==> src/hdl/nsc_pkg.sv <==
// Shared constants and helper functions for the NMEA sentence checker.
`default_nettype none
package nsc_pkg;

  localparam logic [1:0] PH_IDLE = 2'd0;
  localparam logic [1:0] PH_TYPE = 2'd1;
  localparam logic [1:0] PH_BODY = 2'd2;
  localparam logic [1:0] PH_HEX  = 2'd3;

  localparam logic [2:0] TYPE_LEN = 3'd5;

  localparam logic [7:0] CH_DOLLAR = 8'h24;
  localparam logic [7:0] CH_STAR   = 8'h2A;
  localparam logic [7:0] CH_COMMA  = 8'h2C;
  localparam logic [7:0] CH_ZERO   = 8'h30;
  localparam logic [7:0] CH_UPPER_A = 8'h41;

  localparam logic [39:0] TYPE_GGA = 40'h4750474741; // GPGGA
  localparam logic [39:0] TYPE_GSA = 40'h4750475341; // GPGSA
  localparam logic [39:0] TYPE_GSV = 40'h4750475356; // GPGSV
  localparam logic [39:0] TYPE_RMC = 40'h4750524D43; // GPRMC

  localparam logic [1:0] CODE_GGA = 2'd0;
  localparam logic [1:0] CODE_GSA = 2'd1;
  localparam logic [1:0] CODE_GSV = 2'd2;
  localparam logic [1:0] CODE_RMC = 2'd3;

  typedef logic [3:0][7:0] type_prefix_t;

  typedef struct packed {
    logic       hit;
    logic [1:0] code;
  } type_match_t;

  // Uppercase ASCII hex digit of a nibble.
  function automatic logic [7:0] hex_digit(input logic [3:0] v);
    logic [7:0] r;
    if (v < 4'd10) begin
      r = CH_ZERO + {4'd0, v};
    end else begin
      r = CH_UPPER_A + {4'd0, v - 4'd10};
    end
    return r;
  endfunction

  // First four gathered characters plus the fifth against the known types.
  function automatic type_match_t match_type(input type_prefix_t pre, input logic [7:0] c);
    logic [39:0] word;
    type_match_t m;
    word = {pre[0], pre[1], pre[2], pre[3], c};
    m.hit = 1'b1;
    priority if (word == TYPE_GGA) begin
      m.code = CODE_GGA;
    end else if (word == TYPE_GSA) begin
      m.code = CODE_GSA;
    end else if (word == TYPE_GSV) begin
      m.code = CODE_GSV;
    end else if (word == TYPE_RMC) begin
      m.code = CODE_RMC;
    end else begin
      m.hit = 1'b0;
      m.code = CODE_GGA;
    end
    return m;
  endfunction

endpackage
`default_nettype wire

==> src/hdl/nmea_sentence_checker_core.sv <==
// Top level of the NMEA sentence checker: character parser and verdict register.
//
// One request per received character, one result per request. Each character
// is decoded combinationally against the parser state and the result is held
// in an output register, so a new character is taken every cycle as long as
// the result register is empty or being drained in that same cycle; the rate
// is one character per clock, set only by the downstream ready.
`default_nettype none
module nmea_sentence_checker_core (
  input  wire logic       clk,
  input  wire logic       rst,
  input  wire logic       in_valid,
  output logic            in_ready,
  input  wire logic [7:0] rx_char,
  output logic            out_valid,
  input  wire logic       out_ready,
  output logic            payload_valid,
  output logic [7:0]      payload_char,
  output logic [1:0]      sentence_type,
  output logic            sentence_done,
  output logic            checksum_ok,
  output logic            sentence_abort
);

  logic [1:0]            parse_phase, parse_phase_next;
  nsc_pkg::type_prefix_t type_chars, type_chars_next;
  logic [2:0]            type_count, type_count_next;
  logic [7:0]            running_xor, running_xor_next;
  logic [1:0]            matched_type, matched_type_next;
  logic [7:0]            first_hex_char, first_hex_char_next;
  logic                  hex_count, hex_count_next;

  logic                  pv, done, ok, ab;
  logic [7:0]            pc;
  logic [1:0]            st;
  logic [7:0]            xor_in;
  nsc_pkg::type_match_t  tm;
  logic                  fire;

  assign in_ready = !out_valid || out_ready;
  assign fire     = in_valid && in_ready;
  assign xor_in   = running_xor ^ rx_char;
  assign tm       = nsc_pkg::match_type(type_chars, rx_char);

  always_comb begin
    parse_phase_next    = parse_phase;
    type_chars_next     = type_chars;
    type_count_next     = type_count;
    running_xor_next    = running_xor;
    matched_type_next   = matched_type;
    first_hex_char_next = first_hex_char;
    hex_count_next      = hex_count;
    pv   = 1'b0;
    pc   = 8'd0;
    st   = 2'd0;
    done = 1'b0;
    ok   = 1'b0;
    ab   = 1'b0;
    unique case (parse_phase)
      nsc_pkg::PH_IDLE: begin
        if (rx_char == nsc_pkg::CH_DOLLAR) begin
          running_xor_next = 8'd0;
          type_count_next  = 3'd0;
          parse_phase_next = nsc_pkg::PH_TYPE;
        end
      end
      nsc_pkg::PH_TYPE: begin
        running_xor_next = xor_in;
        if (type_count < nsc_pkg::TYPE_LEN) begin
          type_count_next = type_count + 3'd1;
        end
        if (type_count < (nsc_pkg::TYPE_LEN - 3'd1)) begin
          type_chars_next[type_count[1:0]] = rx_char;
        end
        if ((type_count == (nsc_pkg::TYPE_LEN - 3'd1)) && tm.hit) begin
          matched_type_next = tm.code;
          type_count_next   = 3'd0;
          parse_phase_next  = nsc_pkg::PH_BODY;
        end else if (rx_char == nsc_pkg::CH_COMMA) begin
          type_count_next  = 3'd0;
          running_xor_next = 8'd0;
          parse_phase_next = nsc_pkg::PH_IDLE;
        end
      end
      nsc_pkg::PH_BODY: begin
        if (rx_char == nsc_pkg::CH_STAR) begin
          hex_count_next   = 1'b0;
          parse_phase_next = nsc_pkg::PH_HEX;
        end else if (rx_char == nsc_pkg::CH_DOLLAR) begin
          ab               = 1'b1;
          running_xor_next = 8'd0;
          type_count_next  = 3'd0;
          parse_phase_next = nsc_pkg::PH_TYPE;
        end else begin
          running_xor_next = xor_in;
          pv = 1'b1;
          pc = rx_char;
          st = matched_type;
        end
      end
      nsc_pkg::PH_HEX: begin
        if (!hex_count) begin
          first_hex_char_next = rx_char;
          hex_count_next      = 1'b1;
        end else begin
          done = 1'b1;
          st   = matched_type;
          ok   = (first_hex_char == nsc_pkg::hex_digit(running_xor[7:4])) &&
                 (rx_char == nsc_pkg::hex_digit(running_xor[3:0]));
          hex_count_next   = 1'b0;
          running_xor_next = 8'd0;
          parse_phase_next = nsc_pkg::PH_IDLE;
        end
      end
      default: begin
        parse_phase_next = nsc_pkg::PH_IDLE;
      end
    endcase
  end

  always_ff @(posedge clk) begin
    if (rst) begin
      parse_phase    <= nsc_pkg::PH_IDLE;
      type_chars     <= '0;
      type_count     <= 3'd0;
      running_xor    <= 8'd0;
      matched_type   <= 2'd0;
      first_hex_char <= 8'd0;
      hex_count      <= 1'b0;
      out_valid      <= 1'b0;
    end else begin
      if (fire) begin
        parse_phase    <= parse_phase_next;
        type_chars     <= type_chars_next;
        type_count     <= type_count_next;
        running_xor    <= running_xor_next;
        matched_type   <= matched_type_next;
        first_hex_char <= first_hex_char_next;
        hex_count      <= hex_count_next;
        out_valid      <= 1'b1;
      end else if (out_ready) begin
        out_valid <= 1'b0;
      end
    end
  end

  always_ff @(posedge clk) begin
    if (fire) begin
      payload_valid  <= pv;
      payload_char   <= pc;
      sentence_type  <= st;
      sentence_done  <= done;
      checksum_ok    <= ok;
      sentence_abort <= ab;
    end
  end

  a_one_event: assert property (@(posedge clk) disable iff (rst)
    out_valid |-> !((payload_valid && sentence_done) || (payload_valid && sentence_abort) ||
                    (sentence_done && sentence_abort)))
    else $error("more than one event in a result");

  a_ok_with_done: assert property (@(posedge clk) disable iff (rst)
    (out_valid && checksum_ok) |-> sentence_done)
    else $error("checksum_ok without sentence_done");

  a_ready_when_empty: assert property (@(posedge clk) disable iff (rst)
    !out_valid |-> in_ready)
    else $error("input stalled with empty result register");

  a_done_leaves_idle: assert property (@(posedge clk) disable iff (rst)
    (fire && parse_phase == nsc_pkg::PH_HEX && hex_count) |=> (parse_phase == nsc_pkg::PH_IDLE))
    else $error("verdict did not return parser to idle");

endmodule
`default_nettype wire
==> config.mk <==
export PLATFORM = sky130hd
export DESIGN_NAME = nmea_sentence_checker_core
export DESIGN_NICKNAME = d
export VERILOG_FILES = /design/src/hdl/nsc_pkg.sv /design/src/hdl/nmea_sentence_checker_core.sv
export SDC_FILE = /design/constraint.sdc
export NUM_CORES = 1
export LEC_CHECK = 0
export BUFFER_PORTS_ARGS = -buffer_cell sky130_fd_sc_hd__buf_2
export CELL_PAD_IN_SITES_DETAIL_PLACEMENT = 1
export CELL_PAD_IN_SITES_GLOBAL_PLACEMENT = 1
export CORE_ASPECT_RATIO = 0.5
export CORE_UTILIZATION = 49
export CTS_BUF_LIST = sky130_fd_sc_hd__clkbuf_4 sky130_fd_sc_hd__clkbuf_8 sky130_fd_sc_hd__clkbuf_16
export CTS_CLUSTER_SIZE = 8
export DETAILED_ROUTE_END_ITERATION = 12
export PLACE_DENSITY_LB_ADDON = 0.1
export SLEW_MARGIN = 40
export SYNTH_ARGS = -nofsm -noshare
export SYNTH_HDL_FRONTEND = slang
export SYNTH_SLANG_ARGS = --single-unit
==> constraint.sdc <==
create_clock -name clk -period 6.01 [get_ports clk]
set_input_delay 0.601 -clock clk [delete_from_list [all_inputs] [get_ports clk]]
set_output_delay 0.601 -clock clk [all_outputs]
set_load 0.05 [all_outputs]
==> impl_metrics.toml, run 1 <==
[power]
p_leak_nw = 1.44
vdd_drop_max_uv = 205
power_density_nw_per_um2 = 276

[floorplan]
rows = 21
die_area_um2 = 7800
num_io_pins = 28
die-width_um = 124
core_um2 = 6940
initial_core_util_pct = 52.5
fp.dieH_um = 62.9

[layout]
fin_cells = 537
final_common_cell = "dfxtp_1"
drive_above_1_share_pct = 12.6
diodes = 0
n_fill_cell = 819
fin_area_um2 = 4130
nets = 467
most-common-layout-cells = "dfxtp_1, a21oi_1, nand2_1, nand3_1, nor2_1"
area_growth_pct = 13.5

[drt]
drt-initial-drc-count = 207
wl_met2_um = 5080
first_pass_iters = 4
routed.top_layer = "met4"
routed_via_density = 6.13
drt-total-wl_um = 10600
dr_wl_met3_um = 570
wl_met1_um = 4780
wl_per_cell_um = 19.8
route.detailed.drc = 0
vias = 3294
antenna_left = 0

[clock_tree]
cts-buffers-inserted = 9
cts.sinks = 71
ctsResizeCount = 0
cts_max_path_buffers = 2
clk_pin_slew_worst_paths_ps = 60
post-cts-setup-buffer-count = 0
root_buffer = "clkbuf_16"
cts_tree = "built"
clk-insertion-delay-late_ps = 340
ctsHoldBuffers = 0
cts-htree-levels = 3

[timing]
max_freq_ghz = 0.329
rsz0062_at_grt = "no"
setup_violations = 0
fin_skew_ps = 4.98
fin_ws_ps = 2970
setup_tns_ps = 0
post-route-min-period_ps = 3040
hold_viol = 0
fin_crit_sh_pct = 50.6
holdWs_ps = 459
drv_slew = 0
worst_pin_slew_ps = 738
relSlewSlack_pct = 50.1

[critical_path]
reg2reg_setup_slack_ps = 3360
worstSetupPathType = "input port to flop"
rr_worst_depth = 6
arrival_ps = 3270
required_ps = 6230
start_kind = "input port"
end_kind = "flop"
crit_path_max_fanout = 12

[logic_synthesis]
yosysWarningCount = 0
netlist_instances = 425
synth_compound_area_share_pct = 17.0
syn_nets = 452
synth_sequential_area_ratio_pct = 42.9
syn_area_per_cell_um2 = 8.56
synthMuxAreaShare_pct = 0.825
ys_types = 54
yosys.area_share.adder_pct = 5.16
synth-edff-count = 14
async_reset_ff_share_pct = 0
yosys.area_share.xor_xnor_pct = 3.37
synth_top_family_by_area = "simple AND/OR/NAND/NOR gates"
synth_seq_cells = 71
syn-cell-area_um2 = 3640
synthSimpleGateAreaFrac_pct = 25.7
synth_ff_type = "dfxtp_1"

[global_routing]
grt_pass1_wl_um = 17200
grt_start_max_net_pins = 65
antenna_found_initial = 0
grt_usage_pct = 29.9
grt_pass1_vias = 3253
gr-total-overflow = 0

[placed_design]
placed_cell_area_um2 = 3800
gp_congestion = 0.856
place_inst = 521
place_ws_ps = 2830
io_buffers = 27
dp_hpwl_um = 7320

[min_path]
min_path_type = "flop to flop"
hold_depth = 2

[run_status]
status = "complete, no violations"

[job]
maxCapViolations = 0
cell families after synthesis:
kind of cell	after synthesis
muxes	3
xor gates and xnor gates	14
buffers and inverters	47
adders and majority gates	15
AOI/OAI and AO/OA	98
DFF	71
and+or+nand+nor	177
path summary, 6_finish.rpt:
| path | start | endpoint |
|---|---|---|
| setup / recovery | rx_char[7] | running_xor[4]$_SDFFE_PP0P_ |
| hold / removal | type_chars[10]$_SDFFE_PP0P_ | type_chars[10]$_SDFFE_PP0P_ |
| setup reg to reg | type_chars[19]$_SDFFE_PP0P_ | matched_type[0]$_SDFFE_PP0P_ |
| hold reg to reg | type_chars[10]$_SDFFE_PP0P_ | type_chars[10]$_SDFFE_PP0P_ |
registers in the layout, summed over array words and instances (netlist names):
name / flops
type_chars: 32
first_hex_char: 8
payload_char: 8
running_xor: 8
type_count: 3
matched_type: 2
parse_phase: 2
sentence_type: 2
checksum_ok: 1
hex_count: 1
out_valid: 1
payload_valid: 1
sentence_abort: 1
sentence_done: 1
per-layer routing:
metal | up-vias | track usage, %
met5 | - | 0
met4 | 0 | 8.89
met3 | 17 | 9.03
met2 | 75 | 48.6
met1 | 1646 | 38.1
li1 | 1556 | -
critical path: stages:
cell,delay [ps]
buf_2,190
or4b_1,650
o41ai_1,680
o21ai_1,380
and2_1,280
and2_1,210
a32o_1,260
metrics by stage:
step / total power, W / utilization, %
2_1_floorplan: 0.000545 / -
5_1_grt: 0.00117 / 59.5
3_5_place_dp: 0.000565 / 54.9
3_3_place_gp: 0.000562 / 54.9
4_1_cts: 0.00115 / 59.5
6_report: 0.00114 / 59.5
area by class of cell:
class	instances	area, um2	share of cell area (%)
Sequential cell	71	1560	37.8
Timing Repair Buffer	29	150	3.64
Inverter	22	82.6	2.00
Multi-Input combinational cell	307	1900	45.9
Clock inverter	4	70.1	1.70
Clock buffer	12	254	6.15
Tap cell	92	115	2.79
report_power, final:
part | internal [W] | switching (W)
combinational | 0.0000119 | 0.0000522
clock | 0.000382 | 0.000203
sequential | 0.000490 | 0.00000135
total | 0.000884 | 0.000256
synth_stat cells, types with 4 or more instances:
master	instances	area share (%)
nor3_1	10	1.4
dfxtp_1	57	31
nand4_1	5	0.86
o41ai_1	5	1.2
xnor2_1	10	2.4
nand3_1	41	5.6
clkbuf_1	22	2.3
xor2_1	4	0.96
o21ai_0	13	1.8
a211o_1	4	0.96
nand2_1	49	5.1
edfxtp_1	14	12
a32o_1	4	1.1
nor2_1	29	3.0
nor3b_1	5	1.0
inv_1	22	2.3
and2_1	6	1.0
ha_1	15	5.2
nor4_1	4	0.69
a21oi_1	52	7.2
No activity file was read; power rests on OpenSTA's default activity.
==> run 2: changes to the inputs <==
--- a/config.mk
+++ b/config.mk
@@ -5,11 +5,12 @@
 export SDC_FILE = /design/constraint.sdc
 export NUM_CORES = 1
 export LEC_CHECK = 0
+export ABC_AREA = 1
 export BUFFER_PORTS_ARGS = -buffer_cell sky130_fd_sc_hd__buf_2
 export CELL_PAD_IN_SITES_DETAIL_PLACEMENT = 1
 export CELL_PAD_IN_SITES_GLOBAL_PLACEMENT = 1
 export CORE_ASPECT_RATIO = 0.5
-export CORE_UTILIZATION = 49
+export CORE_UTILIZATION = 40
 export CTS_BUF_LIST = sky130_fd_sc_hd__clkbuf_4 sky130_fd_sc_hd__clkbuf_8 sky130_fd_sc_hd__clkbuf_16
 export CTS_CLUSTER_SIZE = 8
 export DETAILED_ROUTE_END_ITERATION = 12
==> constraint.sdc (replaced) <==
create_clock -name clk -period 2.6 [get_ports clk]
set_input_delay 0.26 -clock clk [delete_from_list [all_inputs] [get_ports clk]]
set_output_delay 0.26 -clock clk [all_outputs]
set_load 0.05 [all_outputs]
==> run 2 against run 1 <==
- the run now ends with design-rule violations left
- synthesized cell count is 21% higher
- combinational power grew to 3.3 times the previous value
- critical path depth rose by 2
- die area grew 25%
- cell count rose by 25%
- power is 130% higher
- largest power group unchanged
==> impl_metrics.toml, run 2 <==
[drt]
wl_per_cell_um = 17.4
routed_via_density = 5.32
route.detailed.drc = 2
vias = 3561
antenna_left = 0
first_pass_iters = 8
drt-initial-drc-count = 257
drt-total-wl_um = 11600

[logic_synthesis]
synth-edff-count = 14
synth_top_family_by_area = "simple AND/OR/NAND/NOR gates"
synth_sequential_area_ratio_pct = 41.7
synth_top_area_share_pct = 30.5
yosysWarningCount = 0
synth_compound_area_share_pct = 17.1
syn-cell-area_um2 = 3740
syn_nets = 541
yosys.area_share.adder_pct = 5.02
netlist_instances = 514
synth_area_leaders = "dfxtp_1, edfxtp_1, nand2_1, a21oi_1, o21ai_0"
yosysTopAreaCell = "dfxtp_1"
syn_area_per_cell_um2 = 7.28
synth_ff_type = "dfxtp_1"
ys_types = 37
async_reset_ff_share_pct = 0
synth_common_cells = "nand2_1, nor2_1, inv_1, dfxtp_1, a21oi_1"
yosys.area_share.xor_xnor_pct = 2.11
synthMuxAreaShare_pct = 0
synth_seq_cells = 71
yosysMostFrequentCell = "nand2_1"
synthSimpleGateAreaFrac_pct = 25.4

[floorplan]
core_um2 = 8890
rows = 24
initial_core_util_pct = 42.1
die-width_um = 139
num_io_pins = 28
fp.dieH_um = 70.4
die_area_um2 = 9770

[power]
clockPowerShare_pct = 47.2
pwr-share-seq_pct = 44.6
vdd_drop_max_uv = 300
intPower_w = 0.00193
comb_power_share_pct = 8.1
power_w = 0.00257
power_density_nw_per_um2 = 598
p_sw_w = 0.000642
swShare_pct = 25.0
p_leak_nw = 1.74

[global_routing]
gr-total-overflow = 0
grt_pass1_vias = 3553
antenna_found_initial = 0
grt_usage_pct = 25.5
grt_pass1_wl_um = 18800
grt_start_max_net_pins = 43

[timing]
setup_violations = 0
post-route-min-period_ps = 2370
drv_slew = 0
max_freq_ghz = 0.422
hold_viol = 0
setup_tns_ps = 0
fin_skew_ps = 5.03
rsz0062_at_grt = "no"
worst_pin_slew_ps = 525
fin_crit_sh_pct = 91.1
relSlewSlack_pct = 64.9

[run_status]
status = "finished, violations left"
violations = "design-rule violations"

[critical_path]
start_kind = "flop"
worst-path-buf-inv = 1
slowest_stage = "o21ai_0"
end_kind = "flop"
arrival_ps = 2580
crit_family = "simple AND/OR/NAND/NOR gates"
worstSetupPathType = "flop to flop"
slowest_delay_ps = 380
required_ps = 2810
path_cells = "inv_1, ha_1, or2_2, o21ai_0, xor2_1, o211ai_1, nor3_1, nand2_1, nor2_1"
crit_path_max_fanout = 5

[min_path]
min_path_type = "input port to flop"

[layout]
nets = 574
final_common_cell = "nand2_1"
largest_reg_flops = 32
fin_util_pct = 48.3
diodes = 0
regMostFlops = "type_chars"
n_fill_cell = 1161
area_growth_pct = 14.7
most-common-layout-cells = "nand2_1, nor2_1, inv_1, dfxtp_1, a21oi_1"
drive_above_1_share_pct = 12.9
fin_cells = 669

[job]
maxCapViolations = 0

[clock_tree]
post-cts-setup-buffer-count = 0
cts-buffers-inserted = 9
cts_tree = "built"
ctsHoldBuffers = 0
cts.sinks = 71
cts-htree-levels = 3
ctsResizeCount = 0
clk_pin_slew_worst_paths_ps = 60
root_buffer = "clkbuf_16"
clk-insertion-delay-late_ps = 340
cts_max_path_buffers = 2

[placed_design]
io_buffers = 27
place_inst = 653
gp_congestion = 0.913
dp_hpwl_um = 8410
[run 2: changes by cell type after synthesis, sizes merged, moves of 6 or more]
cell | previous run | this run
nand3 | 41 | 26
nor2 | 29 | 72
nand2 | 49 | 96
nor4 | 6 | 0
xnor2 | 10 | 2
inv | 22 | 68
clkbuf | 23 | 6
o21ai | 14 | 57
[run 2: worst reg2reg max path, stage by stage (launching register included)]
cell	delay, ps
dfxtp_1	370
inv_1	120
ha_1	320
or2_2	310
o21ai_0	380
xor2_1	290
o211ai_1	140
nor3_1	160
nand2_1	80
nor2_1	90
[run 2: power by group through the flow]
| stage | Sequential, W | Clock, W | Combinational (W) |
|---|---|---|---|
| 2_1_floorplan | 0.00122 | 0 | 0.0000858 |
| 3_3_place_gp | 0.00117 | 0 | 0.000206 |
| 3_5_place_dp | 0.00117 | 0 | 0.000209 |
| 4_1_cts | 0.00115 | 0.00123 | 0.000210 |
| 5_1_grt | 0.00115 | 0.00127 | 0.000224 |
| 6_report | 0.00115 | 0.00121 | 0.000209 |
[run 2: layout make-up]
class / instances / area [um2] / area share, %
multi-input combinational: 363 / 1860 / 43.3
inverter: 69 / 262 / 6.09
tap: 117 / 146 / 3.41
sequential: 71 / 1560 / 36.4
timing repair buffer: 33 / 180 / 4.20
clock buffer: 10 / 233 / 5.42
clock inverter: 6 / 51.3 / 1.20
[run 2: metrics by stage]
| step | hold WS, ps | area, um2 | setup slack (ps) |
|---|---|---|---|
| after floorplan | 329 | 3740 | 366 |
| after global placement | 442 | 4010 | 250 |
| after detailed placement | 451 | 4010 | 247 |
| after CTS | 216 | 4290 | 230 |
| after global routing | 232 | 4290 | 154 |
| final | 219 | 4290 | 231 |
[run 2: layer usage]
layer | up-vias | routed length (um) | track usage (%)
li1 | 1751 | - | -
met1 | 1736 | 5880 | 35.9
met2 | 64 | 4990 | 39.5
met3 | 10 | 653 | 5.90
met4 | 0 | 99 | 6.30
met5 | - | 0 | 0
[run 2: worst paths after layout]
kind | end | start | depth (start not counted) | slack [ps]
hold reg to reg | type_chars[2]$_SDFFE_PP0P_ | type_chars[2]$_SDFFE_PP0P_ | 2 | 450
hold / removal | out_valid$_SDFFE_PP0P_ | out_ready | 4 | 220
setup / recovery | checksum_ok$_SDFFCE_PN0P_ | running_xor[1]$_SDFFE_PP0P_ | 9 | 230
setup reg to reg | checksum_ok$_SDFFCE_PN0P_ | running_xor[1]$_SDFFE_PP0P_ | 9 | 230
[run 2: cells by family after synthesis]
group	Yosys count
AO/OA/AOI/OAI	122
XOR/XNOR	9
adder cells (fa/ha/maj)	15
buffers and inverters	80
flip-flops	71
AND/OR/NAND/NOR	217
